[src/rtl/core/utf8gs_pkg.sv]
package utf8gs_pkg;

   localparam logic [20:0] REPLACEMENT = 21'h00FFFD;
   localparam logic [20:0] JOINER      = 21'h00200D;
   localparam logic [20:0] RI_FIRST    = 21'h1F1E6;
   localparam logic [20:0] RI_LAST     = 21'h1F1FF;
   localparam int          EXTEND_RANGES = 13;

   localparam logic [20:0] EXTEND_LO [EXTEND_RANGES] = '{
      21'h00300, 21'h01AB0, 21'h01DC0, 21'h0FE20, 21'h020D0, 21'h00483, 21'h00591,
      21'h00610, 21'h0064B, 21'h00E31, 21'h0FE00, 21'hE0100, 21'h1F3FB
   };
   localparam logic [20:0] EXTEND_HI [EXTEND_RANGES] = '{
      21'h0036F, 21'h01AFF, 21'h01DFF, 21'h0FE2F, 21'h020F0, 21'h00489, 21'h005BD,
      21'h0061A, 21'h0065F, 21'h00E3A, 21'h0FE0F, 21'hE01EF, 21'h1F3FF
   };

   typedef struct packed {
      logic [7:0] text_byte;
      logic       final_byte;
   } req_payload_type;

   typedef struct packed {
      logic [20:0] code_value;
      logic [2:0]  byte_count;
      logic        replaced;
      logic        starts_character;
      logic        text_end;
      logic        run_last;
   } rsp_payload_type;

   typedef enum logic [1:0] {
      ACT_EMIT,
      ACT_REPLACE,
      ACT_WAIT
   } action_type;

   typedef enum logic [1:0] {
      MODE_START,
      MODE_NORMAL,
      MODE_RI_OPEN,
      MODE_CLOSED
   } cluster_mode_type;

   typedef struct packed {
      action_type  action;
      logic [20:0] value;
      logic [2:0]  length;
   } decode_type;

   // one decoded item, or a bare step-end mark when a tail waits for more bytes
   typedef struct packed {
      logic        has_result;
      logic        step_end;
      logic        text_fin;
      logic [20:0] code_value;
      logic [2:0]  byte_count;
      logic        replaced;
   } entry_type;

   typedef struct packed {
      logic      valid;
      entry_type entry;
   } queue_port_type;

   typedef struct packed {
      logic replaced;
      logic step_end;
      logic text_fin;
   } held_flags_type;

   function automatic logic is_cont(input logic [7:0] b);
      return b[7:6] == 2'b10;
   endfunction

   function automatic logic is_ri(input logic [20:0] c);
      return (c >= RI_FIRST) && (c <= RI_LAST);
   endfunction

   function automatic logic is_extend(input logic [20:0] c);
      logic hit;
      hit = 1'b0;
      for (int i = 0; i < EXTEND_RANGES; i++) begin
         if (c >= EXTEND_LO[i] && c <= EXTEND_HI[i]) hit = 1'b1;
      end
      return hit;
   endfunction

   // decode the sequence that starts at win[0]; avail bytes are present
   function automatic decode_type utf8gs_decode(input logic [3:0][7:0] win,
                                                input logic [2:0] avail,
                                                input logic fin);
      logic [7:0] lead;
      logic [7:0] lo;
      logic [7:0] hi;
      logic [2:0] len;
      logic       bad;
      decode_type d;
      lead = win[0];
      lo   = 8'h80;
      hi   = 8'hBF;
      len  = 3'd0;
      if (lead >= 8'hC2 && lead <= 8'hDF) len = 3'd2;
      else if (lead >= 8'hE0 && lead <= 8'hEF) len = 3'd3;
      else if (lead >= 8'hF0 && lead <= 8'hF4) len = 3'd4;
      if (lead == 8'hE0) lo = 8'hA0;
      if (lead == 8'hED) hi = 8'h9F;
      if (lead == 8'hF0) lo = 8'h90;
      if (lead == 8'hF4) hi = 8'h8F;
      bad = (len >= 3'd2 && avail >= 3'd2 && (win[1] < lo || win[1] > hi)) ||
            (len >= 3'd3 && avail >= 3'd3 && !is_cont(win[2])) ||
            (len == 3'd4 && avail == 3'd4 && !is_cont(win[3]));
      case (len)
         3'd2:    d.value = {10'b0, lead[4:0], win[1][5:0]};
         3'd3:    d.value = {5'b0, lead[3:0], win[1][5:0], win[2][5:0]};
         3'd4:    d.value = {lead[2:0], win[1][5:0], win[2][5:0], win[3][5:0]};
         default: d.value = {13'b0, lead};
      endcase
      d.length = len;
      if (lead < 8'h80) begin
         d.action = ACT_EMIT;
         d.length = 3'd1;
      end else if (len == 3'd0 || bad) begin
         d.action = ACT_REPLACE;
      end else if (avail < len) begin
         d.action = fin ? ACT_REPLACE : ACT_WAIT;
      end else begin
         d.action = ACT_EMIT;
      end
      return d;
   endfunction

endpackage

[src/rtl/core/utf8gs_if.sv]
interface utf8gs_if #(
   parameter type payload_type = logic
) ();
   logic        valid;
   logic        ready;
   payload_type data;

   modport source (output valid, output data, input ready);
   modport sink (input valid, input data, output ready);
endinterface

[src/rtl/core/utf8gs_back.sv]
module utf8gs_back
   import utf8gs_pkg::*;
(
   input  logic           clock,
   input  logic           reset,
   input  queue_port_type head,
   output logic           pop,
   utf8gs_if.source       rsp_bus
);

   logic [20:0]      held_value_ff, held_value_in;
   logic [2:0]       held_length_ff, held_length_in;
   held_flags_type   held_flags_ff, held_flags_in;
   cluster_mode_type cluster_mode_ff, cluster_mode_in;
   logic             joiner_waiting_ff, joiner_waiting_in;
   logic             rsp_valid_ff, rsp_valid_in;
   rsp_payload_type  rsp_data_ff, rsp_data_in;

   logic held_full, out_free, fire, load, out_last, out_end;
   logic starts, cur_ri, cur_ext, cur_joiner;

   assign rsp_bus.valid = rsp_valid_ff;
   assign rsp_bus.data  = rsp_data_ff;

   assign held_full = held_length_ff != 3'd0;
   assign out_free  = !rsp_valid_ff || rsp_bus.ready;

   // a held codepoint leaves once it is known whether more of its request follow
   always_comb begin
      pop      = 1'b0;
      fire     = 1'b0;
      load     = 1'b0;
      out_last = 1'b0;
      out_end  = 1'b0;
      if (held_full && held_flags_ff.step_end) begin
         if (out_free) begin
            fire     = 1'b1;
            out_last = 1'b1;
            out_end  = held_flags_ff.text_fin;
         end
      end else if (head.valid) begin
         if (head.entry.has_result) begin
            if (!held_full || out_free) begin
               pop  = 1'b1;
               load = 1'b1;
               fire = held_full;
            end
         end else if (!held_full) begin
            pop = 1'b1;
         end else if (out_free) begin
            pop      = 1'b1;
            fire     = 1'b1;
            out_last = 1'b1;
            out_end  = head.entry.text_fin;
         end
      end
   end

   always_comb begin
      held_value_in  = held_value_ff;
      held_length_in = held_length_ff;
      held_flags_in  = held_flags_ff;
      if (load) begin
         held_value_in           = head.entry.code_value;
         held_length_in          = head.entry.byte_count;
         held_flags_in.replaced  = head.entry.replaced;
         held_flags_in.step_end  = head.entry.step_end;
         held_flags_in.text_fin  = head.entry.text_fin;
      end else if (fire) begin
         held_length_in = 3'd0;
         held_flags_in  = '0;
      end
   end

   always_comb begin
      cur_ri     = is_ri(held_value_ff);
      cur_ext    = is_extend(held_value_ff);
      cur_joiner = held_value_ff == JOINER;
   end

   // character boundary decision
   always_comb begin
      starts = 1'b1;
      if (cluster_mode_ff == MODE_RI_OPEN && cur_ri) begin
         starts = 1'b0;
      end else if (cluster_mode_ff == MODE_NORMAL) begin
         if (joiner_waiting_ff || cur_ext || (cur_joiner && !out_end)) starts = 1'b0;
      end
   end

   // segmentation state update
   always_comb begin
      cluster_mode_in   = cluster_mode_ff;
      joiner_waiting_in = joiner_waiting_ff;
      if (fire) begin
         if (out_end) begin
            cluster_mode_in   = MODE_START;
            joiner_waiting_in = 1'b0;
         end else if (cluster_mode_ff == MODE_RI_OPEN && cur_ri) begin
            cluster_mode_in = MODE_CLOSED;
         end else if (starts) begin
            joiner_waiting_in = 1'b0;
            cluster_mode_in   = cur_ri ? MODE_RI_OPEN : MODE_NORMAL;
         end else if (joiner_waiting_ff) begin
            joiner_waiting_in = 1'b0;
         end else if (!cur_ext && cur_joiner) begin
            joiner_waiting_in = 1'b1;
         end
      end
   end

   always_comb begin
      rsp_valid_in = rsp_valid_ff;
      rsp_data_in  = rsp_data_ff;
      if (fire) begin
         rsp_valid_in                 = 1'b1;
         rsp_data_in.code_value       = held_value_ff;
         rsp_data_in.byte_count       = held_length_ff;
         rsp_data_in.replaced         = held_flags_ff.replaced;
         rsp_data_in.starts_character = starts;
         rsp_data_in.text_end         = out_end;
         rsp_data_in.run_last         = out_last;
      end else if (rsp_bus.ready) begin
         rsp_valid_in = 1'b0;
      end
   end

   always_ff @(posedge clock) begin
      rsp_data_ff <= rsp_data_in;
      if (reset) begin
         held_value_ff     <= '0;
         held_length_ff    <= 3'd0;
         held_flags_ff     <= '0;
         cluster_mode_ff   <= MODE_START;
         joiner_waiting_ff <= 1'b0;
         rsp_valid_ff      <= 1'b0;
      end else begin
         held_value_ff     <= held_value_in;
         held_length_ff    <= held_length_in;
         held_flags_ff     <= held_flags_in;
         cluster_mode_ff   <= cluster_mode_in;
         joiner_waiting_ff <= joiner_waiting_in;
         rsp_valid_ff      <= rsp_valid_in;
      end
   end

endmodule
[src/flat_wrapper.sv]
// flat-port wrapper written by rule: the top's interface ports become plain ports
module utf8gs_back_flat import utf8gs_pkg::*;
  (clock, reset, head, pop, rsp_bus_valid, rsp_bus_data, rsp_bus_ready);
  utf8gs_if rsp_bus_i ();
  input  logic clock;
  input  logic reset;
  input  queue_port_type head;
  output logic pop;
  output wire logic [$bits(rsp_bus_i.valid)-1:0] rsp_bus_valid;
  output wire logic [$bits(rsp_bus_i.data)-1:0] rsp_bus_data;
  input wire logic [$bits(rsp_bus_i.ready)-1:0] rsp_bus_ready;
  assign rsp_bus_valid = rsp_bus_i.valid;
  assign rsp_bus_data = rsp_bus_i.data;
  assign rsp_bus_i.ready = rsp_bus_ready;
  utf8gs_back u_core (.clock(clock), .reset(reset), .head(head), .pop(pop), .rsp_bus(rsp_bus_i));
endmodule
[config.mk]
export PLATFORM = sky130hd
export DESIGN_NAME = utf8gs_back_flat
export DESIGN_NICKNAME = d
export VERILOG_FILES = /design/src/rtl/core/utf8gs_pkg.sv /design/src/rtl/core/utf8gs_if.sv /design/src/rtl/core/utf8gs_back.sv /design/src/flat_wrapper.sv
export SDC_FILE = /design/constraint.sdc
export NUM_CORES = 1
export LEC_CHECK = 0
export BUFFER_PORTS_ARGS = -buffer_cell sky130_fd_sc_hd__buf_2
export CAP_MARGIN = 25
export CORE_AREA = 2 2 39 41
export CTS_CLUSTER_SIZE = 8
export DETAILED_ROUTE_END_ITERATION = 16
export DIE_AREA = 0 0 41 43
export HOLD_SLACK_MARGIN = 0.02
export PLACE_DENSITY = 0.64
export SETUP_SLACK_MARGIN = 0.05
export SLEW_MARGIN = 20
export SYNTH_ARGS = -nofsm -noshare
export SYNTH_HDL_FRONTEND = slang
export SYNTH_SLANG_ARGS = --single-unit
[constraint.sdc]
create_clock -name clock -period 1.85 [get_ports clock]
set_input_delay 0.0925 -clock clock [delete_from_list [all_inputs] [get_ports clock]]
set_output_delay 0.0925 -clock clock [all_outputs]
set_load 0.03 [all_outputs]
Yosys cells after proc, flatten, opt, wreduce, memory -nomap -nowiden:

Index checks and enable logic that the tools add are counted.

* logic and storage cells: 34
* ROM bits: 0
* flip-flop bits (word level): 6
* bits in latches: 0
* memories: 0
* output and inout bits: 3
* bits in writable memories: 0
* input port bits: 32

* muxes and demuxes: 22
* eq/ne operators: 0
* divide/modulo/power cells: 0
* reductions and logical operators: 8
* multiply operators: 0
* shifts and indexed selects: 0
* bitwise operators: 0
* $add $sub $neg: 0
* $lt $le $gt $ge: 0

Operators with widths (count)
* $mux W1: 19
* $mux W3: 2
* $reduce_bool A2 Y1: 2
* $reduce_bool A3 Y1: 1
* $logic_not A1 Y1: 2
* $logic_or A1 B1 Y1: 2
* $mux W2: 1
* $logic_and A1 B1 Y1: 1

Longest topological paths before layout:

* depth after elaboration: 9
* depth in mapped cells: 4
* depth with buffers taken out: 4

Least setup slack after synthesis:

OpenSTA, ideal clock, no wires.

* path type: reg2out
* start: register u_core.rsp_valid_ff (netlist: u_core.rsp_bus.valid)
* end: output pop
* required time: 1757 ps
* arrival time: 1091 ps
* buffers on the path: 0
* slack: 666 ps
* stages on the path, launching flop included: 4
* path through: dfxtp_1 > nand2b_2 > a21oi_1 > nor2b_1

* cells in the longest elaborated chain, start to end: 7
* elaborated cells on any way between the ends: 9
* those cells by class: mux: 6; reduce/logical: 3

RTL lines
* start, declared: line utf8gs_back.sv:16 `logic rsp_valid_ff, rsp_valid_in;`
* start signal, assigned: line utf8gs_back.sv:143 `rsp_valid_ff <= rsp_valid_in;`
* $logic_not A1 Y1 (*): line utf8gs_back.sv:26 `assign out_free = !rsp_valid_ff || rsp_bus.ready;`
* $logic_or A1 B1 Y1 (*): line utf8gs_back.sv:26
* $mux W1 or $logic_or A1 B1 Y1 (tied branches): line utf8gs_back.sv:50, utf8gs_back.sv:43
* $mux W1 (on tied branches): line utf8gs_back.sv:48, utf8gs_back.sv:43
* $mux W1 (*): line utf8gs_back.sv:42 `if (head.entry.has_result) begin`
* $mux W1 (*): line utf8gs_back.sv:41 `end else if (head.valid) begin`
* $mux W1 (*): line utf8gs_back.sv:35 `if (held_full && held_flags_ff.step_end) begin`
* end, declared: line flat_wrapper.sv:8 `output logic pop;`

Every way passes the cells marked *; elsewhere a longest branch is shown, timed or not.

Worst setup path in the final report:

* start: register u_core.held_flags_ff[1] (netlist bit)
* end: output pop

* cells in the longest elaborated chain, start to end: 2

RTL lines
* start, declared: line utf8gs_back.sv:13 `held_flags_type held_flags_ff, held_flags_in;`
* start signal, assigned: line utf8gs_back.sv:140 `held_flags_ff <= held_flags_in;`
* $logic_and A1 B1 Y1: line utf8gs_back.sv:35
* $mux W1: line utf8gs_back.sv:35

No other way between the ends.

==> results.toml <==
[run_status]
status = "complete, no violations"

[routing]
firstDrtPassIters = 2
routed_wl_um = 589
vias_per_cell = 4.45
wl_per_cell_um = 9.50
drtAntennaViolNets = 0
drc = 0
vias = 276
drt_iter0_drc = 1

[critical_path]
crit_arrival_ns = 1.21
timing.setup.critical_path_class = "register to output pin"
end_kind = "output pin"
reg2regPathDepth = 4
worstSetupEndpoint = "pop"
r2r_slack_ns = 0.62
path_max_fanout = 4
reg2reg_to = "u_core.held_length_ff[2]"
r2r_start = "u_core.held_length_ff[2]"
startpoint_type = "register"
worstSetupStartpoint = "u_core.held_flags_ff[1]"
required_ns = 1.76

[global_routing]
grt_start_max_net_pins = 7
grt_use_total_pct = 9.06
antenna_found_initial = 0
grt_pass1_wl_um = 1060
first_global_vias = 269
overflow = 0

[die]
chipWidth_um = 41
start_util_pct = 22.3
ios = 35
core_um2 = 1380
die_h_um = 43
core.rowCount = 14
dieArea_um2 = 1760

[cts]
clock-sinks = 6
cts-root-buf = "clkbuf_4"
ctsResizeCount = 0
clock_latency_ns = 0.25
cts_made_buffers = 3
h-tree-depth = 1
cts.clk_slew.worst_paths_ns = 0.05
cts_buffer_depth = 2
cts_tree = "yes"
post_cts_buffers = 0
postCtsHoldBufs = 0

[timing]
fmax_ghz = 0.770
fin_crit_ns = 1.30
maxSlewViolCount = 0
period_share_pct = 70.2
final.setup.worst_slack_ns = 0.551
slew_headroom_pct = 71.5
tightest_slew_ns = 0.424
rsz0062_at_grt = "false"
finalHoldViolCount = 0
finClkSkew_ns = 0.00864
setup_viol = 0
timing.setup.tns_ns = 0

[power]
p_per_area_nw_per_um2 = 827
peakVddDrop_mv = 0.434
p_leak_nw = 0.164

[synth]
synthCells = 31
yosys_warnings = 0
syn_nets = 63
yosysUniqueCellTypes = 18
synth-seq-cells = 6
synth_area_um2 = 309
ys_seq_area_share_pct = 42.1
avgSynthCellArea_um2 = 9.97

[finish]
utilization_pct = 29.7
drive_above_1_share_pct = 43.5
final_cells = 62
final_nets = 79
fillerInstances = 146
n_antenna_cell = 0
design_area_um2 = 410
areaGrowthSynthToFinish_pct = 32.8
regArea_um2 = 130
multi_input_area_um2 = 171

[placed_design]
dp.cells = 58
gp_congestion = 0.660
dpl.hpwl_um = 455
placedInstanceArea_um2 = 384
portBuffers = 11
pre_cts_slack_ns = 0.619

[worst_hold_path]
min_path_type = "input pin to register"

[run]
drv_cap = 0
==> cells in the final DEF, fill, tap and decap left out, types with 2 or more instances in the layout <==
master / count
o2bb2ai_1: 2
dfxtp_1: 5
inv_1: 2
clkbuf_4: 3
nand2_1: 3
o211ai_1: 2
buf_2: 11
or2b_1: 2
a21oi_1: 4
==> power by group <==
group          total, mW  switching (mW)  internal (mW)
logic             0.0617          0.0351         0.0266
registers          0.147         0.00550          0.141
clock network      0.131          0.0490         0.0818
total              0.339          0.0896          0.250
==> logic make-up after synthesis <==
family	synth area share [%]
AOI/OAI and AO/OA	28.7
buffers and inverters	2.43
DFF	42.1
and+or+nand+nor	26.7
==> routing by layer <==
layer  global-route usage [%]  wire, um  share of wire, %  vias up
met5                        0         0                 0        -
met4                        0         0                 0        0
met3                     7.85        67                11        0
met2                     13.1       254                43       11
met1                     10.7       267                45      121
li1                         -         -                 -      144
==> layout make-up <==
type / instances / area share [%]
repair buffers: 11 / 13.4
multi-input cells: 23 / 41.8
inverters: 2 / 1.83
clock buffers: 4 / 6.40
well taps: 16 / 4.88
flip-flops and latches: 6 / 31.7
==> how the worst min path moves through the flow <==
stage                        from                        to  slack, ns  depth (start not counted)
final                     head[2]  u_core.held_length_ff[1]       0.06                          2
after global routing      head[1]  u_core.held_length_ff[0]       0.04                          2
after CTS                 head[2]  u_core.held_length_ff[1]       0.05                          2
after detailed placement  head[2]  u_core.held_length_ff[1]       0.30                          2
after global placement    head[3]  u_core.held_length_ff[2]       0.30                          2
after floorplan             reset   u_core.held_flags_ff[1]       0.16                          1
==> sequential cells by signal, indices dropped and copies added, names as in the netlist <==
signal and count:
u_core.rsp_bus.data 1, u_core.held_length_ff 3, u_core.held_flags_ff 1, u_core.rsp_bus.valid 1
==> critical path: stages (launching register included) <==
cell	delay [ns]
dfxtp_1	0.40
inv_1	0.08
a21oi_1	0.23
nor2b_1	0.08
buf_2	0.18
==> per-stage QoR <==
stage	hold WS [ns]	power (mW)
after floorplan	0.162	0.191
final	0.0551	0.339
after global placement	0.295	0.210
after global routing	0.0448	0.362
after detailed placement	0.302	0.210
after CTS	0.0466	0.348
==> synth_stat cells <==
cell,count,area (um2)
a21oi_2,1,8.76
o211ai_1,2,15.0
o2bb2ai_2,1,15.0
edfxtp_1,1,30.0
nand2b_2,1,8.76
nand2_1,3,11.3
or2b_1,2,15.0
o2bb2ai_1,2,17.5
or3b_1,1,8.76
nor3_1,1,5.00
a21oi_1,4,20.0
inv_1,2,7.51
a31oi_2,1,12.5
nor3_2,1,10.0
nor2b_1,1,6.26
dfxtp_1,5,100
nand2b_1,1,6.26
or3_4,1,11.3
Note: power is estimated with default switching activity, not from simulation.
