===== config.mk =====
export PLATFORM = sky130hd
export DESIGN_NAME = utf8gs_queue
export DESIGN_NICKNAME = d
export VERILOG_FILES = /design/src/rtl/core/utf8gs_pkg.sv /design/src/rtl/core/utf8gs_queue.sv
export SDC_FILE = /design/constraint.sdc
export NUM_CORES = 1
export LEC_CHECK = 0
export BUFFER_PORTS_ARGS = -buffer_cell sky130_fd_sc_hd__clkbuf_2
export CAP_MARGIN = 15
export CORE_ASPECT_RATIO = 0.6
export CORE_UTILIZATION = 57
export CTS_BUF_LIST = sky130_fd_sc_hd__clkbuf_4 sky130_fd_sc_hd__clkbuf_8
export CTS_CLUSTER_DIAMETER = 200
export DETAILED_ROUTE_END_ITERATION = 10
export PLACE_DENSITY = 0.91
export SYNTH_ARGS = -nofsm -noshare
export SYNTH_HDL_FRONTEND = slang
export SYNTH_SLANG_ARGS = --single-unit
export TNS_END_PERCENT = 100

===== constraint.sdc =====
create_clock -name clock -period 5.75 [get_ports clock]
set_clock_uncertainty 0.1 [all_clocks]
set_input_delay 0.8625 -clock clock [delete_from_list [all_inputs] [get_ports clock]]
set_output_delay 0.8625 -clock clock [all_outputs]
set_load 0.005 [all_outputs]

===== src/rtl/core/utf8gs_pkg.sv =====
package utf8gs_pkg;

   localparam logic [20:0] REPLACEMENT = 21'h00FFFD;
   localparam logic [20:0] JOINER      = 21'h00200D;
   localparam logic [20:0] RI_FIRST    = 21'h1F1E6;
   localparam logic [20:0] RI_LAST     = 21'h1F1FF;
   localparam int          EXTEND_RANGES = 13;

   localparam logic [20:0] EXTEND_LO [EXTEND_RANGES] = '{
      21'h00300, 21'h01AB0, 21'h01DC0, 21'h0FE20, 21'h020D0, 21'h00483, 21'h00591,
      21'h00610, 21'h0064B, 21'h00E31, 21'h0FE00, 21'hE0100, 21'h1F3FB
   };
   localparam logic [20:0] EXTEND_HI [EXTEND_RANGES] = '{
      21'h0036F, 21'h01AFF, 21'h01DFF, 21'h0FE2F, 21'h020F0, 21'h00489, 21'h005BD,
      21'h0061A, 21'h0065F, 21'h00E3A, 21'h0FE0F, 21'hE01EF, 21'h1F3FF
   };

   typedef struct packed {
      logic [7:0] text_byte;
      logic       final_byte;
   } req_payload_type;

   typedef struct packed {
      logic [20:0] code_value;
      logic [2:0]  byte_count;
      logic        replaced;
      logic        starts_character;
      logic        text_end;
      logic        run_last;
   } rsp_payload_type;

   typedef enum logic [1:0] {
      ACT_EMIT,
      ACT_REPLACE,
      ACT_WAIT
   } action_type;

   typedef enum logic [1:0] {
      MODE_START,
      MODE_NORMAL,
      MODE_RI_OPEN,
      MODE_CLOSED
   } cluster_mode_type;

   typedef struct packed {
      action_type  action;
      logic [20:0] value;
      logic [2:0]  length;
   } decode_type;

   // one decoded item, or a bare step-end mark when a tail waits for more bytes
   typedef struct packed {
      logic        has_result;
      logic        step_end;
      logic        text_fin;
      logic [20:0] code_value;
      logic [2:0]  byte_count;
      logic        replaced;
   } entry_type;

   typedef struct packed {
      logic      valid;
      entry_type entry;
   } queue_port_type;

   typedef struct packed {
      logic replaced;
      logic step_end;
      logic text_fin;
   } held_flags_type;

   function automatic logic is_cont(input logic [7:0] b);
      return b[7:6] == 2'b10;
   endfunction

   function automatic logic is_ri(input logic [20:0] c);
      return (c >= RI_FIRST) && (c <= RI_LAST);
   endfunction

   function automatic logic is_extend(input logic [20:0] c);
      logic hit;
      hit = 1'b0;
      for (int i = 0; i < EXTEND_RANGES; i++) begin
         if (c >= EXTEND_LO[i] && c <= EXTEND_HI[i]) hit = 1'b1;
      end
      return hit;
   endfunction

   // decode the sequence that starts at win[0]; avail bytes are present
   function automatic decode_type utf8gs_decode(input logic [3:0][7:0] win,
                                                input logic [2:0] avail,
                                                input logic fin);
      logic [7:0] lead;
      logic [7:0] lo;
      logic [7:0] hi;
      logic [2:0] len;
      logic       bad;
      decode_type d;
      lead = win[0];
      lo   = 8'h80;
      hi   = 8'hBF;
      len  = 3'd0;
      if (lead >= 8'hC2 && lead <= 8'hDF) len = 3'd2;
      else if (lead >= 8'hE0 && lead <= 8'hEF) len = 3'd3;
      else if (lead >= 8'hF0 && lead <= 8'hF4) len = 3'd4;
      if (lead == 8'hE0) lo = 8'hA0;
      if (lead == 8'hED) hi = 8'h9F;
      if (lead == 8'hF0) lo = 8'h90;
      if (lead == 8'hF4) hi = 8'h8F;
      bad = (len >= 3'd2 && avail >= 3'd2 && (win[1] < lo || win[1] > hi)) ||
            (len >= 3'd3 && avail >= 3'd3 && !is_cont(win[2])) ||
            (len == 3'd4 && avail == 3'd4 && !is_cont(win[3]));
      case (len)
         3'd2:    d.value = {10'b0, lead[4:0], win[1][5:0]};
         3'd3:    d.value = {5'b0, lead[3:0], win[1][5:0], win[2][5:0]};
         3'd4:    d.value = {lead[2:0], win[1][5:0], win[2][5:0], win[3][5:0]};
         default: d.value = {13'b0, lead};
      endcase
      d.length = len;
      if (lead < 8'h80) begin
         d.action = ACT_EMIT;
         d.length = 3'd1;
      end else if (len == 3'd0 || bad) begin
         d.action = ACT_REPLACE;
      end else if (avail < len) begin
         d.action = fin ? ACT_REPLACE : ACT_WAIT;
      end else begin
         d.action = ACT_EMIT;
      end
      return d;
   endfunction

endpackage


===== src/rtl/core/utf8gs_queue.sv =====
module utf8gs_queue
   import utf8gs_pkg::*;
#(
   parameter int DEPTH = 2
) (
   input  logic           clock,
   input  logic           reset,
   input  queue_port_type push,
   output logic           full,
   output queue_port_type head,
   input  logic           pop
);

   localparam int PTR_W = $clog2(DEPTH);
   localparam int CNT_W = $clog2(DEPTH + 1);

   entry_type        mem_ff [DEPTH];
   logic [PTR_W-1:0] wr_ptr_ff, rd_ptr_ff;
   logic [CNT_W-1:0] count_ff;
   logic             do_push, do_pop;

   assign full       = count_ff == CNT_W'(DEPTH);
   assign head.valid = count_ff != '0;
   assign head.entry = mem_ff[rd_ptr_ff];
   assign do_push    = push.valid && !full;
   assign do_pop     = pop && head.valid;

   always_ff @(posedge clock) begin
      if (do_push) mem_ff[wr_ptr_ff] <= push.entry;
   end

   always_ff @(posedge clock) begin
      if (reset) begin
         wr_ptr_ff <= '0;
         rd_ptr_ff <= '0;
         count_ff  <= '0;
      end else begin
         if (do_push) begin
            wr_ptr_ff <= (wr_ptr_ff == PTR_W'(DEPTH - 1)) ? '0 : wr_ptr_ff + 1'b1;
         end
         if (do_pop) begin
            rd_ptr_ff <= (rd_ptr_ff == PTR_W'(DEPTH - 1)) ? '0 : rd_ptr_ff + 1'b1;
         end
         case ({do_push, do_pop})
            2'b10:   count_ff <= count_ff + 1'b1;
            2'b01:   count_ff <= count_ff - 1'b1;
            default: count_ff <= count_ff;
         endcase
      end
   end

endmodule


## Yosys cells after proc, flatten, opt, wreduce, memory -nomap -nowiden

Memories as Yosys holds them, arrays and structs flattened. A register that Yosys moved wholly into a read port is not among the register bits.
Index checks and enable logic that the tools add are counted.

- Eq/ne operators: 3
- Reduce and logical (&&, ||, !) cells: 5
- Add/subtract/negate cells: 4
- Muxes and demuxes: 7

Operators with widths:

| operator | number |
|---|---|
| $mux 1 | 6 |
| $eq 2x2->1 const B | 2 |
| $pmux 2 s2 | 1 |
| $reduce_bool 2->1 | 2 |
| $add 1x1->1 const B | 2 |
| $add 2x1->2 const B | 1 |
| $eq 2x1->1 const B | 1 |
| $logic_and 1x1->1 | 2 |
| $sub 2x1->2 const B | 1 |
| $logic_not 1->1 | 1 |

- Bits of input ports: 32
- Logic and storage cells: 23
- Bits in writable memories: 56
- Output and inout port bits: 30
- Memories: 1
- Flip-flop bits (word level): 4

Memory list:

| memory | depth | width | rd ports | clocked after memory_dff | wr ports | RTL line | source |
|---|---|---|---|---|---|---|---|
| mem_ff | 2 | 28 | 1 | 1 | 1 | utf8gs_queue.sv:17 | `entry_type mem_ff [DEPTH];` |

## Longest topological paths before layout

Gate-level depths: netlist of run 1.

- Depth after elaboration: 5
- Gate-level depth with buffers: 6
- Mapped depth without buffers: 6

## Worst setup path after synthesis of run 1

Ideal clock, no wire load.

- Kind: input -> register
- From: input port push[28] in the netlist's numbering
- To: memory mem_ff[0][0] in the netlist's numbering (enable)
- Required time: 5267 ps
- Cell stages on the path: 3
- Path buffers: 0
- Data arrival time: 1815 ps
- Path slack: 3452 ps
- Library setup time: 383 ps
- Cell sequence: inv_1 > or3_1 > inv_1

- Longest elaborated chain between the ends: 3

Ends and longest elaborated chain:

| item | RTL line | source |
|---|---|---|
| start, declared | utf8gs_queue.sv:8 | `input queue_port_type push,` |
| $logic_and 1x1->1 | utf8gs_queue.sv:25 | `assign do_push = push.valid && !full;` |
| $mux 1 | utf8gs_queue.sv:29 | `if (do_push) mem_ff[wr_ptr_ff] <= push.entry;` |
| $mux 1 (not written as such) | utf8gs_queue.sv:29 |  |
| end, declared | utf8gs_queue.sv:17 |  |

Every way passes these cells.

==> results of run 1 <==
state kept, by name (all words and copies together) (netlist names), named ones only:
| signal | cells |
|---|---|
| wr_ptr_ff | 1 |
| mem_ff | 56 |
| rd_ptr_ff | 1 |
| count_ff | 2 |
cells in the final DEF (no fill, tap or decap):
cell | Yosys | layout
mux2_2 | 17 | 17
nand2b_2 | 1 | 1
xnor2_1 | 2 | 2
edfxtp_1 | 56 | 56
inv_2 | 1 | 1
nand2_1 | 1 | 1
o21ai_0 | 2 | 2
ha_1 | 1 | 1
or3_1 | 2 | 2
clkinvlp_4 | 0 | 1
nor2_1 | 3 | 3
clkbuf_4 | 0 | 1
o21a_1 | 1 | 1
inv_1 | 2 | 2
xor2_1 | 1 | 1
clkbuf_8 | 0 | 9
buf_16 | 0 | 1
a21oi_1 | 2 | 2
buf_4 | 0 | 1
dfxtp_1 | 5 | 5
mux2_1 | 11 | 11
clkinv_2 | 0 | 3
or2_2 | 1 | 1
clkinv_1 | 0 | 2
and3_1 | 1 | 1
clkbuf_2 | 0 | 61
kinds of logic (layout without fill, tap and decap cells):
logic type	Yosys count	count (layout)	share of synthesized area (%)
compound gates	5	5	1.23
fa+ha+maj	1	1	0.559
xor+xnor	3	3	1.17
mux	28	28	14.1
flops	61	61	79.6
buf+inv	6	82	1.17
simple gates	9	9	2.18
per-stage QoR:
step                setup slack (ns)  cell area, um2
global route                    3.13            2780
detailed placement              3.03            2590
global placement                3.13            2590
CTS                             2.71            2760
finish                          3.19            2780
floorplan                       3.45            2240
routing by layer:
layer,vias to the layer above,track usage (%),share of wire [%]
met2,48,31.0,50
li1,575,-,-
met3,6,10.9,7.8
met1,576,21.3,40
met4,0,10.3,1.3
met5,-,0,0
worst min-delay path: cells and delay by family (launching register included):
family | cells | cell delay, ns
flip-flops | 1 | 0.33
AO/OA/AOI/OAI | 2 | 0.14
final cells by class:
cell class	count	share of cell area (%)
Clock buffer	10	4.72
Clock inverter	6	1.08
Inverter	3	0.404
Multi-Input combinational cell	46	15.5
Sequential cell	61	64.0
Tap cell	47	2.11
Timing Repair Buffer	63	12.2
worst max path at each step:
stage                                          to  cells after the start
final                                    head[25]                      3
after global routing                     head[16]                      3
after CTS                                 head[0]                      2
after detailed placement  mem_ff[0][27]$_DFFE_PP_                      4
after global placement     mem_ff[0][0]$_DFFE_PP_                      4
after floorplan            mem_ff[0][0]$_DFFE_PP_                      3
report_power, final:
part	switching, W	internal [W]
Combinational	0.000142	0.000161
Sequential	0.0000310	0.000564
Clock	0.000148	0.000155
Total	0.000321	0.000881
==> impl_results.rst, run 1 <==
.. list-table::
   :header-rows: 1

   * - Metric
     - Value
   * - Status
     - finished, final reports clean
   * - Sequential element share of the synthesized area
     - 79.6%
   * - Data required time of the critical path
     - 4.79 ns
   * - Cell family with the largest share of critical-path delay
     - flip-flops
   * - Critical path startpoint category
     - flop
   * - Initial DRC count
     - 25
   * - Critical path's largest stage delay
     - 0.56 ns
   * - Aggregate global-route resource usage
     - 19.5%
   * - Number of CTS-inserted buffers
     - 9
   * - Most common cell in the synthesized netlist
     - edfxtp_1
   * - Seq. cell area
     - 1780 um2
   * - Number of synthesized flops with an enable pin
     - 56
   * - Endpoint kind of the worst setup timing path
     - output port
   * - Std-Cell Core Area
     - 3720 um2
   * - Synthesis warning total
     - 0
   * - Cell Count Post-Placement
     - 219
   * - Number of fill cells
     - 202
   * - Cell count after synthesis
     - 113
   * - Number of cells on the worst reg-to-reg path
     - 4
   * - Number of setup violations in the final report
     - 0
   * - Largest fanout of any net on the critical path
     - 23
   * - Total congestion overflow after global routing
     - 0
   * - Relative max-transition margin
     - 26.4%
   * - Placement Rows
     - 17
   * - Pin count of the biggest net entering global routing
     - 29
   * - Non-filler cells, final
     - 236
   * - Wire length of the first global-routing pass
     - 5750 um
   * - Number of buffers and inverters on the critical path
     - 2
   * - Data arrival time of the critical path
     - 1.60 ns
   * - Post-synth cell types
     - 19
   * - Antenna violations before repair
     - 0
   * - Unrepaired setup endpoints after global routing
     - false
   * - Final Hold Vio Count
     - 0
   * - Chain of cells forming the critical path
     - buf_16 > mux2_1 > clkbuf_2
   * - Chip Height
     - 50.5 um
   * - Primary flip-flop cell chosen by synthesis mapping
     - edfxtp_1
   * - Portion of synthesized cell area occupied by the leading cell type
     - 75.1%
   * - Die extent in x
     - 82.9 um
   * - Critical path start-end classification
     - flop to output port
   * - Wirelength per Cell
     - 15.7 um
   * - Via count of the first global-routing pass
     - 1239
   * - Flip-flop and latch count after synthesis
     - 61
   * - Cell type with the highest aggregate area in the netlist
     - edfxtp_1
   * - Worst supply voltage drop on vdd
     - 0.000257 V
   * - Buffers on Ports
     - 61
   * - CTS tree
     - built
   * - Endpoint of the worst hold-timing path
     - wr_ptr_ff$_SDFFE_PP0N_
   * - Overall routed net length
     - 3710 um
   * - Post-CTS setup buffer count
     - 0
   * - Top-Level Pins
     - 62
   * - Hold wc startpoint
     - wr_ptr_ff$_SDFFE_PP0N_
   * - Post-synth ARST share
     - 0%
   * - Vias after detailed routing
     - 1205
   * - Time the final worst path needs with I/O delays and setup
     - 2.56 ns
   * - Starting density of the core
     - 60.1%
   * - Worst hold slack
     - 0.414 ns
   * - Clk sink count
     - 61
   * - Syn Area/Cell
     - 19.8 um2
   * - Router iterations before antenna repair
     - 4
   * - Max Transition Viols Final
     - 0
   * - Fraction of final layout cells sized beyond drive strength 1
     - 51.3%
   * - Hold Buf Count CTS
     - 0
   * - Largest cells by area after synthesis
     - edfxtp_1 (75%), mux2_2 (8.6%), mux2_1 (5.5%)
   * - Clock latency of the later-clocked register in the worst-skew pair
     - 0.32 ns
   * - Clock tree root driver cell
     - clkbuf_8
   * - DP Wirelength
     - 2530 um
   * - Area used by multi-input combinational logic
     - 430 um2
   * - Critical R2R Capture
     - mem_ff[0][20]$_DFFE_PP_
   * - Peak clock frequency supported by timing
     - 391 MHz
   * - # nets final
     - 217
   * - Number of diodes added for antenna fixing
     - 0
   * - Final Total Pwr
     - 0.00120 W
   * - Clock buffer depth
     - 2
   * - Register clock-pin slew on the reported worst setup and hold paths
     - 0.06 ns
   * - Critical-path cell with the highest stage delay
     - dfxtp_1
   * - Ratio of total power to cell area
     - 432 nW/um2
   * - Share of the core filled with cells
     - 74.8%
   * - Hold path cells
     - 2
   * - Depth of the CTS H-tree
     - 3
   * - Area of the die
     - 4190 um2
   * - Post-DRT Antenna Nets
     - 0
   * - Post-Synthesis Cell Area
     - 2240 um2
   * - Vias per std cell
     - 5.11
   * - Synthesis-to-finish area growth
     - 24.4%
   * - Sum of negative setup slack
     - 0 ns
   * - Start of the worst register-to-register path
     - count_ff[0]$_SDFFE_PP0P_
   * - Placer congestion estimate
     - 0.710
   * - Leakage power total
     - 1.09 nW
   * - Share of the clock period used by the worst path after layout
     - 44.5%
   * - Max capacitance violation total
     - 0
   * - Reg-to-reg slack, setup
     - 3.49 ns
   * - Min-Delay Path Class
     - flop to flop
   * - Syn nets
     - 146
   * - Tightest Pin Transition
     - 1.10 ns
   * - Remaining design rule violation count
     - 0
   * - Number of gates given a new drive strength after cts
     - 0
   * - Top cell types by occurrence after synthesis
     - edfxtp_1 (56), mux2_2 (17), mux2_1 (11)
(Power assumes the default switching activity.)
==> run 2, diff against run 1 <==
--- a/config.mk
+++ b/config.mk
@@ -8,11 +8,11 @@
 export BUFFER_PORTS_ARGS = -buffer_cell sky130_fd_sc_hd__clkbuf_2
 export CAP_MARGIN = 15
 export CORE_ASPECT_RATIO = 0.6
-export CORE_UTILIZATION = 57
+export CORE_UTILIZATION = 48
 export CTS_BUF_LIST = sky130_fd_sc_hd__clkbuf_4 sky130_fd_sc_hd__clkbuf_8
 export CTS_CLUSTER_DIAMETER = 200
 export DETAILED_ROUTE_END_ITERATION = 10
-export PLACE_DENSITY = 0.91
+export PLACE_DENSITY = 0.82
 export SYNTH_ARGS = -nofsm -noshare
 export SYNTH_HDL_FRONTEND = slang
 export SYNTH_SLANG_ARGS = --single-unit
==> constraint.sdc (replaced) <==
create_clock -name clock -period 2.1 [get_ports clock]
set_clock_uncertainty 0.1 [all_clocks]
set_input_delay 0.315 -clock clock [delete_from_list [all_inputs] [get_ports clock]]
set_output_delay 0.315 -clock clock [all_outputs]
set_load 0.005 [all_outputs]
==> impl_results.rst, run 2 (synthesis gave the netlist of run 1 again) <==
.. list-table::
   :header-rows: 1

   * - Metric
     - Value
   * - Post-DRT Antenna Nets
     - 0 (unchanged)
   * - Overall routed net length
     - 3790 um (was 3710 um)
   * - Antenna violations before repair
     - 0 (unchanged)
   * - Worst supply voltage drop on vdd
     - 0.000713 V (was 0.000257 V)
   * - Min-Delay Path Class
     - input pin to flop (was flop to flop)
   * - Clock buffer depth
     - 2 (unchanged)
   * - Vias after detailed routing
     - 1234 (was 1205)
   * - Peak clock frequency supported by timing
     - 507 MHz
   * - Via count of the first global-routing pass
     - 1259 (was 1239)
   * - Std-Cell Core Area
     - 4280 um2 (was 3720 um2)
   * - Largest register FFs
     - 56 (unchanged)
   * - Critical path startpoint category
     - flop (unchanged)
   * - # nets final
     - 219 (was 217)
   * - Cell family with the largest share of critical-path delay
     - flip-flops (unchanged)
   * - Wirelength per Cell
     - 15.1 um (was 15.7 um)
   * - Number of CTS-inserted buffers
     - 9 (unchanged)
   * - Clock tree root driver cell
     - clkbuf_8 (unchanged)
   * - Starting density of the core
     - 52.3% (was 60.1%)
   * - Hold wc startpoint
     - push[8] (was wr_ptr_ff$_SDFFE_PP0N_)
   * - Pin count of the biggest net entering global routing
     - 29 (unchanged)
   * - Placement Rows
     - 18 (was 17)
   * - Part of the total power dissipated in combinational logic
     - 24.6% (was 25.2%)
   * - Share of the clock period used by the worst path after layout
     - 93.9%
   * - Depth of the CTS H-tree
     - 3 (unchanged)
   * - Critical path's largest stage delay
     - 0.53 ns (was 0.56 ns)
   * - Placer congestion estimate
     - 0.746 (was 0.710)
   * - Clk network pwr share
     - 28.5% (was 25.3%)
   * - Number of fill cells
     - 299 (was 202)
   * - Number of gates given a new drive strength after cts
     - 0 (unchanged)
   * - Leading registers by flop count
     - mem_ff x56, count_ff x2 (unchanged)
   * - Max capacitance violation total
     - 0 (unchanged)
   * - Critical path start-end classification
     - flop to output port (unchanged)
   * - Remaining design rule violation count
     - 0 (unchanged)
   * - Internal power
     - 0.00257 W (was 0.000881 W)
   * - Share of the core filled with cells
     - 66.6% (was 74.8%)
   * - Vias per std cell
     - 4.92 (was 5.11)
   * - Start of the worst register-to-register path
     - count_ff[0]$_SDFFE_PP0P_ (unchanged)
   * - Die extent in x
     - 90.2 um (was 82.9 um)
   * - Top library cells by usage in the layout, fill and taps aside
     - clkbuf_2 (61), edfxtp_1 (56), mux2_2 (17) (unchanged)
   * - Non-filler cells, final
     - 251 (was 236)
   * - Chain of cells forming the critical path
     - buf_4 > mux2_1 > clkbuf_2 (was buf_16 > mux2_1 > clkbuf_2)
   * - Placement-stage worst setup slack
     - 0.399 ns (was 3.03 ns)
   * - Register with the most flip-flops
     - mem_ff (unchanged)
   * - Synthesis-to-finish area growth
     - 27.3% (was 24.4%)
   * - Area of the die
     - 4950 um2 (was 4190 um2)
   * - Buffers on Ports
     - 61 (unchanged)
   * - Wire length of the first global-routing pass
     - 5870 um (was 5750 um)
   * - Data arrival time of the critical path
     - 1.56 ns (was 1.60 ns)
   * - Most common cell after layout, fill and taps aside
     - clkbuf_2 (unchanged)
   * - Max Transition Viols Final
     - 0 (unchanged)
   * - Net switching fraction of the power
     - 26.0% (was 26.7%)
   * - Final setup margin
     - 0.128 ns (was 3.19 ns)
   * - Total congestion overflow after global routing
     - 0 (unchanged)
   * - Ratio of total power to cell area
     - 1220 nW/um2 (was 432 nW/um2)
   * - CTS tree
     - built (unchanged)
   * - Data required time of the critical path
     - 1.68 ns (was 4.79 ns)
   * - Aggregate global-route resource usage
     - 17.2% (was 19.5%)
   * - Final Total Pwr
     - 0.00347 W (was 0.00120 W)
   * - Time the final worst path needs with I/O delays and setup
     - 1.97 ns
   * - Top-Level Pins
     - 62 (unchanged)
   * - Largest fanout of any net on the critical path
     - 8 (was 23)
   * - Sum of negative setup slack
     - 0 ns (unchanged)
   * - Post-CTS setup buffer count
     - 0 (unchanged)
   * - Unrepaired setup endpoints after global routing
     - false (unchanged)
   * - Register clock-pin slew on the reported worst setup and hold paths
     - 0.06 ns (about the same)
   * - Hold Buf Count CTS
     - 0 (unchanged)
   * - Fraction of final layout cells sized beyond drive strength 1
     - 52.9% (was 51.3%)
   * - Number of buffers and inverters on the critical path
     - 2 (unchanged)
   * - Clk sink count
     - 61 (unchanged)
   * - Switching power
     - 0.000900 W (was 0.000321 W)
   * - Cell Count Post-Placement
     - 235 (was 219)
   * - Number of setup violations in the final report
     - 0 (unchanged)
   * - Initial DRC count
     - 40 (was 25)
   * - Chip Height
     - 54.9 um (was 50.5 um)
   * - Tightest Pin Transition
     - 0.370 ns (was 1.10 ns)
   * - Sequential power share
     - 46.9% (was 49.5%)
   * - Router iterations before antenna repair
     - 6 (was 4)
   * - Relative max-transition margin
     - 75.3% (was 26.4%)
   * - Leakage power total
     - 1.12 nW (was 1.09 nW)
   * - Status
     - finished, final reports clean (unchanged)
   * - Endpoint kind of the worst setup timing path
     - output port (unchanged)
   * - Critical-path cell with the highest stage delay
     - dfxtp_1 (unchanged)
   * - DP Wirelength
     - 2540 um (was 2530 um)
   * - Number of diodes added for antenna fixing
     - 0 (unchanged)
   * - Clock latency of the later-clocked register in the worst-skew pair
     - 0.33 ns (was 0.32 ns)
   * - Final Hold Vio Count
     - 0 (unchanged)
## run 2: worst paths after layout
check | endpoint | slack, ns | cells after the start
setup / recovery | head[12] | 0.13 | 3
hold / removal | mem_ff[1][8]$_DFFE_PP_ | 0.07 | 1
setup reg to reg | mem_ff[0][21]$_DFFE_PP_ | 0.33 | 5
hold reg to reg | wr_ptr_ff$_SDFFE_PP0N_ | 0.42 | 2
## run 2: cell type report
| type | count | area (um2) | share of cell area (%) |
|---|---|---|---|
| multi-input combinational | 46 | 430 | 15.1 |
| sequential | 61 | 1780 | 62.5 |
| timing repair buffer | 65 | 360 | 12.6 |
| inverter | 3 | 11.3 | 0.395 |
| tap | 60 | 75.1 | 2.63 |
| clock buffer | 11 | 139 | 4.87 |
| clock inverter | 5 | 52.6 | 1.84 |
## run 2: metrics by stage
step	cell area (um2)	hold WS, ns
floorplan	2240	0.284
global placement	2660	0.369
detailed placement	2660	0.390
CTS	2850	0.0576
global route	2850	0.0512
finish	2850	0.0741
## run 2: worst reg2reg max path, cell delays in order (launching register included)
cell      delay [ns]
dfxtp_1         0.44
nand2b_2        0.19
inv_2           0.05
or3_1           0.35
inv_1           0.12
buf_12          0.21
## run 2: layer usage
metal / up-vias / wire [um] / global-route usage, %
li1: 581 / - / -
met1: 590 / 1560 / 19.0
met2: 61 / 1840 / 29.0
met3: 2 / 381 / 10.2
met4: 0 / 10 / 4.84
met5: - / 0 / 0
## run 2: power groups by stage
stage	clock network [W]	registers, W	logic, W
after floorplan	0	0.00161	0.000506
after global placement	0	0.00164	0.000829
after detailed placement	0	0.00165	0.000863
after CTS	0.00101	0.00163	0.000866
after global routing	0.00106	0.00164	0.000935
final	0.000986	0.00163	0.000853
==> run 3, diff against run 2 <==
--- a/config.mk
+++ b/config.mk
@@ -12,7 +12,7 @@
 export CTS_BUF_LIST = sky130_fd_sc_hd__clkbuf_4 sky130_fd_sc_hd__clkbuf_8
 export CTS_CLUSTER_DIAMETER = 200
 export DETAILED_ROUTE_END_ITERATION = 10
-export PLACE_DENSITY = 0.82
+export PLACE_DENSITY = 0.77
 export SYNTH_ARGS = -nofsm -noshare
 export SYNTH_HDL_FRONTEND = slang
 export SYNTH_SLANG_ARGS = --single-unit
==> impl_results.rst, run 3 (synthesis gave the netlist of run 1 again) <==
.. list-table::
   :header-rows: 1

   * - Metric
     - Value
   * - Final Hold Vio Count
     - 0 (unchanged)
   * - Chip Height
     - 54.9 um (unchanged)
   * - Non-Filler Cell Area, Final
     - 2860 um2 (was 2850 um2)
   * - Ratio of total power to cell area
     - 1230 nW/um2 (was 1220 nW/um2)
   * - Net switching fraction of the power
     - 25.2% (was 26.0%)
   * - Start of the worst register-to-register path
     - count_ff[0]$_SDFFE_PP0P_ (unchanged)
   * - Clock buffer depth
     - 2 (unchanged)
   * - Internal power
     - 0.00264 W (was 0.00257 W)
   * - Part of the total power dissipated in combinational logic
     - 24.0% (was 24.6%)
   * - Seq. cell area
     - 1780 um2 (about the same)
   * - Number of fill cells
     - 297 (was 299)
   * - Wire length of the first global-routing pass
     - 5850 um (was 5870 um)
   * - Leading registers by flop count
     - mem_ff x56, count_ff x2 (unchanged)
   * - Sequential power share
     - 46.0% (was 46.9%)
   * - Final Total Pwr
     - 0.00353 W (was 0.00347 W)
   * - Relative max-transition margin
     - 73.8% (was 75.3%)
   * - Post-DRT Antenna Nets
     - 0 (unchanged)
   * - Top library cells by usage in the layout, fill and taps aside
     - clkbuf_2 (61), edfxtp_1 (56), mux2_2 (17) (unchanged)
   * - Placed cell areas
     - 2650 um2 (was 2660 um2)
   * - Register clock-pin slew on the reported worst setup and hold paths
     - 0.06 ns (about the same)
   * - Top-Level Pins
     - 62 (unchanged)
   * - Critical-path cell with the highest stage delay
     - dfxtp_2 (was dfxtp_1)
   * - Total congestion overflow after global routing
     - 0 (unchanged)
   * - Number of CTS-inserted buffers
     - 9 (unchanged)
   * - Clock latency of the later-clocked register in the worst-skew pair
     - 0.33 ns (about the same)
   * - Buffers on Ports
     - 61 (unchanged)
   * - Depth of the CTS H-tree
     - 3 (unchanged)
   * - Clock tree root driver cell
     - clkbuf_8 (unchanged)
   * - Sum of negative setup slack
     - 0 ns (unchanged)
   * - Status
     - finished, final reports clean (unchanged)
   * - Share of the clock period used by the worst path after layout
     - 90.5% (was 93.9%)
   * - Post-CTS setup buffer count
     - 0 (unchanged)
   * - Placer congestion estimate
     - 0.690 (was 0.746)
   * - Starting density of the core
     - 52.3% (unchanged)
   * - Data required time of the critical path
     - 1.68 ns (about the same)
   * - Placement Rows
     - 18 (unchanged)
   * - Synthesis-to-finish area growth
     - 27.7% (was 27.3%)
   * - Aggregate global-route resource usage
     - 17.3% (was 17.2%)
   * - Worst supply voltage drop on vdd
     - 0.000690 V (was 0.000713 V)
   * - Final setup margin
     - 0.201 ns (was 0.128 ns)
   * - Vias per std cell
     - 4.88 (was 4.92)
   * - Most common cell after layout, fill and taps aside
     - clkbuf_2 (unchanged)
   * - Endpoint kind of the worst setup timing path
     - output port (unchanged)
   * - Chain of cells forming the critical path
     - buf_4 > mux2_2 > clkbuf_2 (was buf_4 > mux2_1 > clkbuf_2)
   * - Via count of the first global-routing pass
     - 1210 (was 1259)
   * - Tightest Pin Transition
     - 0.393 ns (was 0.370 ns)
   * - Antenna violations before repair
     - 0 (unchanged)
   * - Area of the die
     - 4950 um2 (unchanged)
   * - Std-Cell Core Area
     - 4280 um2 (unchanged)
   * - Clk sink count
     - 61 (unchanged)
   * - Overall routed net length
     - 3800 um (was 3790 um)
   * - Number of setup violations in the final report
     - 0 (unchanged)
   * - Largest fanout of any net on the critical path
     - 11 (was 8)
   * - # nets final
     - 220 (was 219)
   * - Number of diodes added for antenna fixing
     - 0 (unchanged)
   * - DP Wirelength
     - 2620 um (was 2540 um)
   * - Switching power
     - 0.000890 W (was 0.000900 W)
   * - Min-Delay Path Class
     - input pin to flop (unchanged)
   * - Router iterations before antenna repair
     - 4 (was 6)
   * - Critical path start-end classification
     - flop to output port (unchanged)
   * - Time the final worst path needs with I/O delays and setup
     - 1.90 ns (was 1.97 ns)
   * - Die extent in x
     - 90.2 um (unchanged)
   * - Largest register FFs
     - 56 (unchanged)
   * - Data arrival time of the critical path
     - 1.48 ns (was 1.56 ns)
   * - Cell family with the largest share of critical-path delay
     - flip-flops (unchanged)
   * - Remaining design rule violation count
     - 0 (unchanged)
   * - Peak clock frequency supported by timing
     - 526 MHz (was 507 MHz)
   * - Number of buffers and inverters on the critical path
     - 2 (unchanged)
   * - Worst hold slack
     - 0.0678 ns (was 0.0741 ns)
   * - Hold wc startpoint
     - push[7] (was push[8])
   * - Register with the most flip-flops
     - mem_ff (unchanged)
   * - Critical path's largest stage delay
     - 0.43 ns (was 0.53 ns)
   * - Fraction of final layout cells sized beyond drive strength 1
     - 51.6% (was 52.9%)
   * - Max capacitance violation total
     - 0 (unchanged)
   * - Clk network pwr share
     - 30.0% (was 28.5%)
   * - Wirelength per Cell
     - 15.1 um (about the same)
   * - Vias after detailed routing
     - 1229 (was 1234)
   * - Pin count of the biggest net entering global routing
     - 29 (unchanged)
   * - Unrepaired setup endpoints after global routing
     - false (unchanged)
   * - Area used by multi-input combinational logic
     - 430 um2 (unchanged)
   * - CTS tree
     - built (unchanged)
   * - Placement-stage worst setup slack
     - 0.256 ns (was 0.399 ns)
   * - Initial DRC count
     - 55 (was 40)
   * - Leakage power total
     - 1.13 nW (was 1.12 nW)
   * - Critical path startpoint category
     - flop (unchanged)
   * - Max Transition Viols Final
     - 0 (unchanged)
-- run 3: changes by cell type in the layout (fill, tap and decap cells not counted), sizes merged --
cell      before  now
buf            4    5
clkinvlp       1    0
clkinv         3    5
bufinv         1    2
clkbuf        72   70
-- run 3: layout make-up --
type | instances | area share, %
multi-input cells | 46 | 15.1
well taps | 60 | 2.63
inverters | 3 | 0.394
clock inverters | 7 | 2.80
repair buffers | 66 | 12.4
flip-flops and latches | 61 | 62.4
clock buffers | 9 | 4.33
-- run 3: final timing paths --
path	slack (ns)	end	depth (start not counted)
worst max-delay path	0.20	head[20]	3
worst max register to register	0.25	mem_ff[0][2]$_DFFE_PP_	5
worst min-delay path	0.07	mem_ff[1][7]$_DFFE_PP_	1
worst min register to register	0.40	wr_ptr_ff$_SDFFE_PP0N_	2
-- run 3: metal layers --
layer / share of wire (%) / wire, um / vias up / track usage, %
met4: 1.3 / 50 / 0 / 6.99
met2: 44 / 1660 / 46 / 25.7
met1: 49 / 1850 / 592 / 21.7
met3: 6.3 / 238 / 8 / 9.15
met5: 0 / 0 / - / 0
li1: - / - / 583 / -
-- run 3: worst register-to-register path: stages (launching register included) --
cell,delay (ns)
dfxtp_1,0.42
nand2b_2,0.19
inv_2,0.04
or3_1,0.32
inv_1,0.27
buf_4,0.23
-- run 3: metrics by stage --
stage | utilization (%) | cells
after global routing | 66.8 | 252
final | 66.8 | 252
after detailed placement | 62.0 | 236
after CTS | 66.8 | 252
after floorplan | - | 113
after global placement | 62.0 | 236
-- run 3: power groups by stage --
stage / sequential, W / clock (W) / combinational [W]
floorplan: 0.00161 / 0 / 0.000506
global placement: 0.00163 / 0 / 0.000825
detailed placement: 0.00165 / 0 / 0.000852
CTS: 0.00162 / 0.00108 / 0.000860
global route: 0.00164 / 0.00113 / 0.000928
finish: 0.00162 / 0.00106 / 0.000846
-- run 3: timing repair --
item / 4_1_cts / 5_1_grt
gates resized for setup: 0 / 1
setup endpoints to repair: 0 / 4
hold buffers: 0 / 0
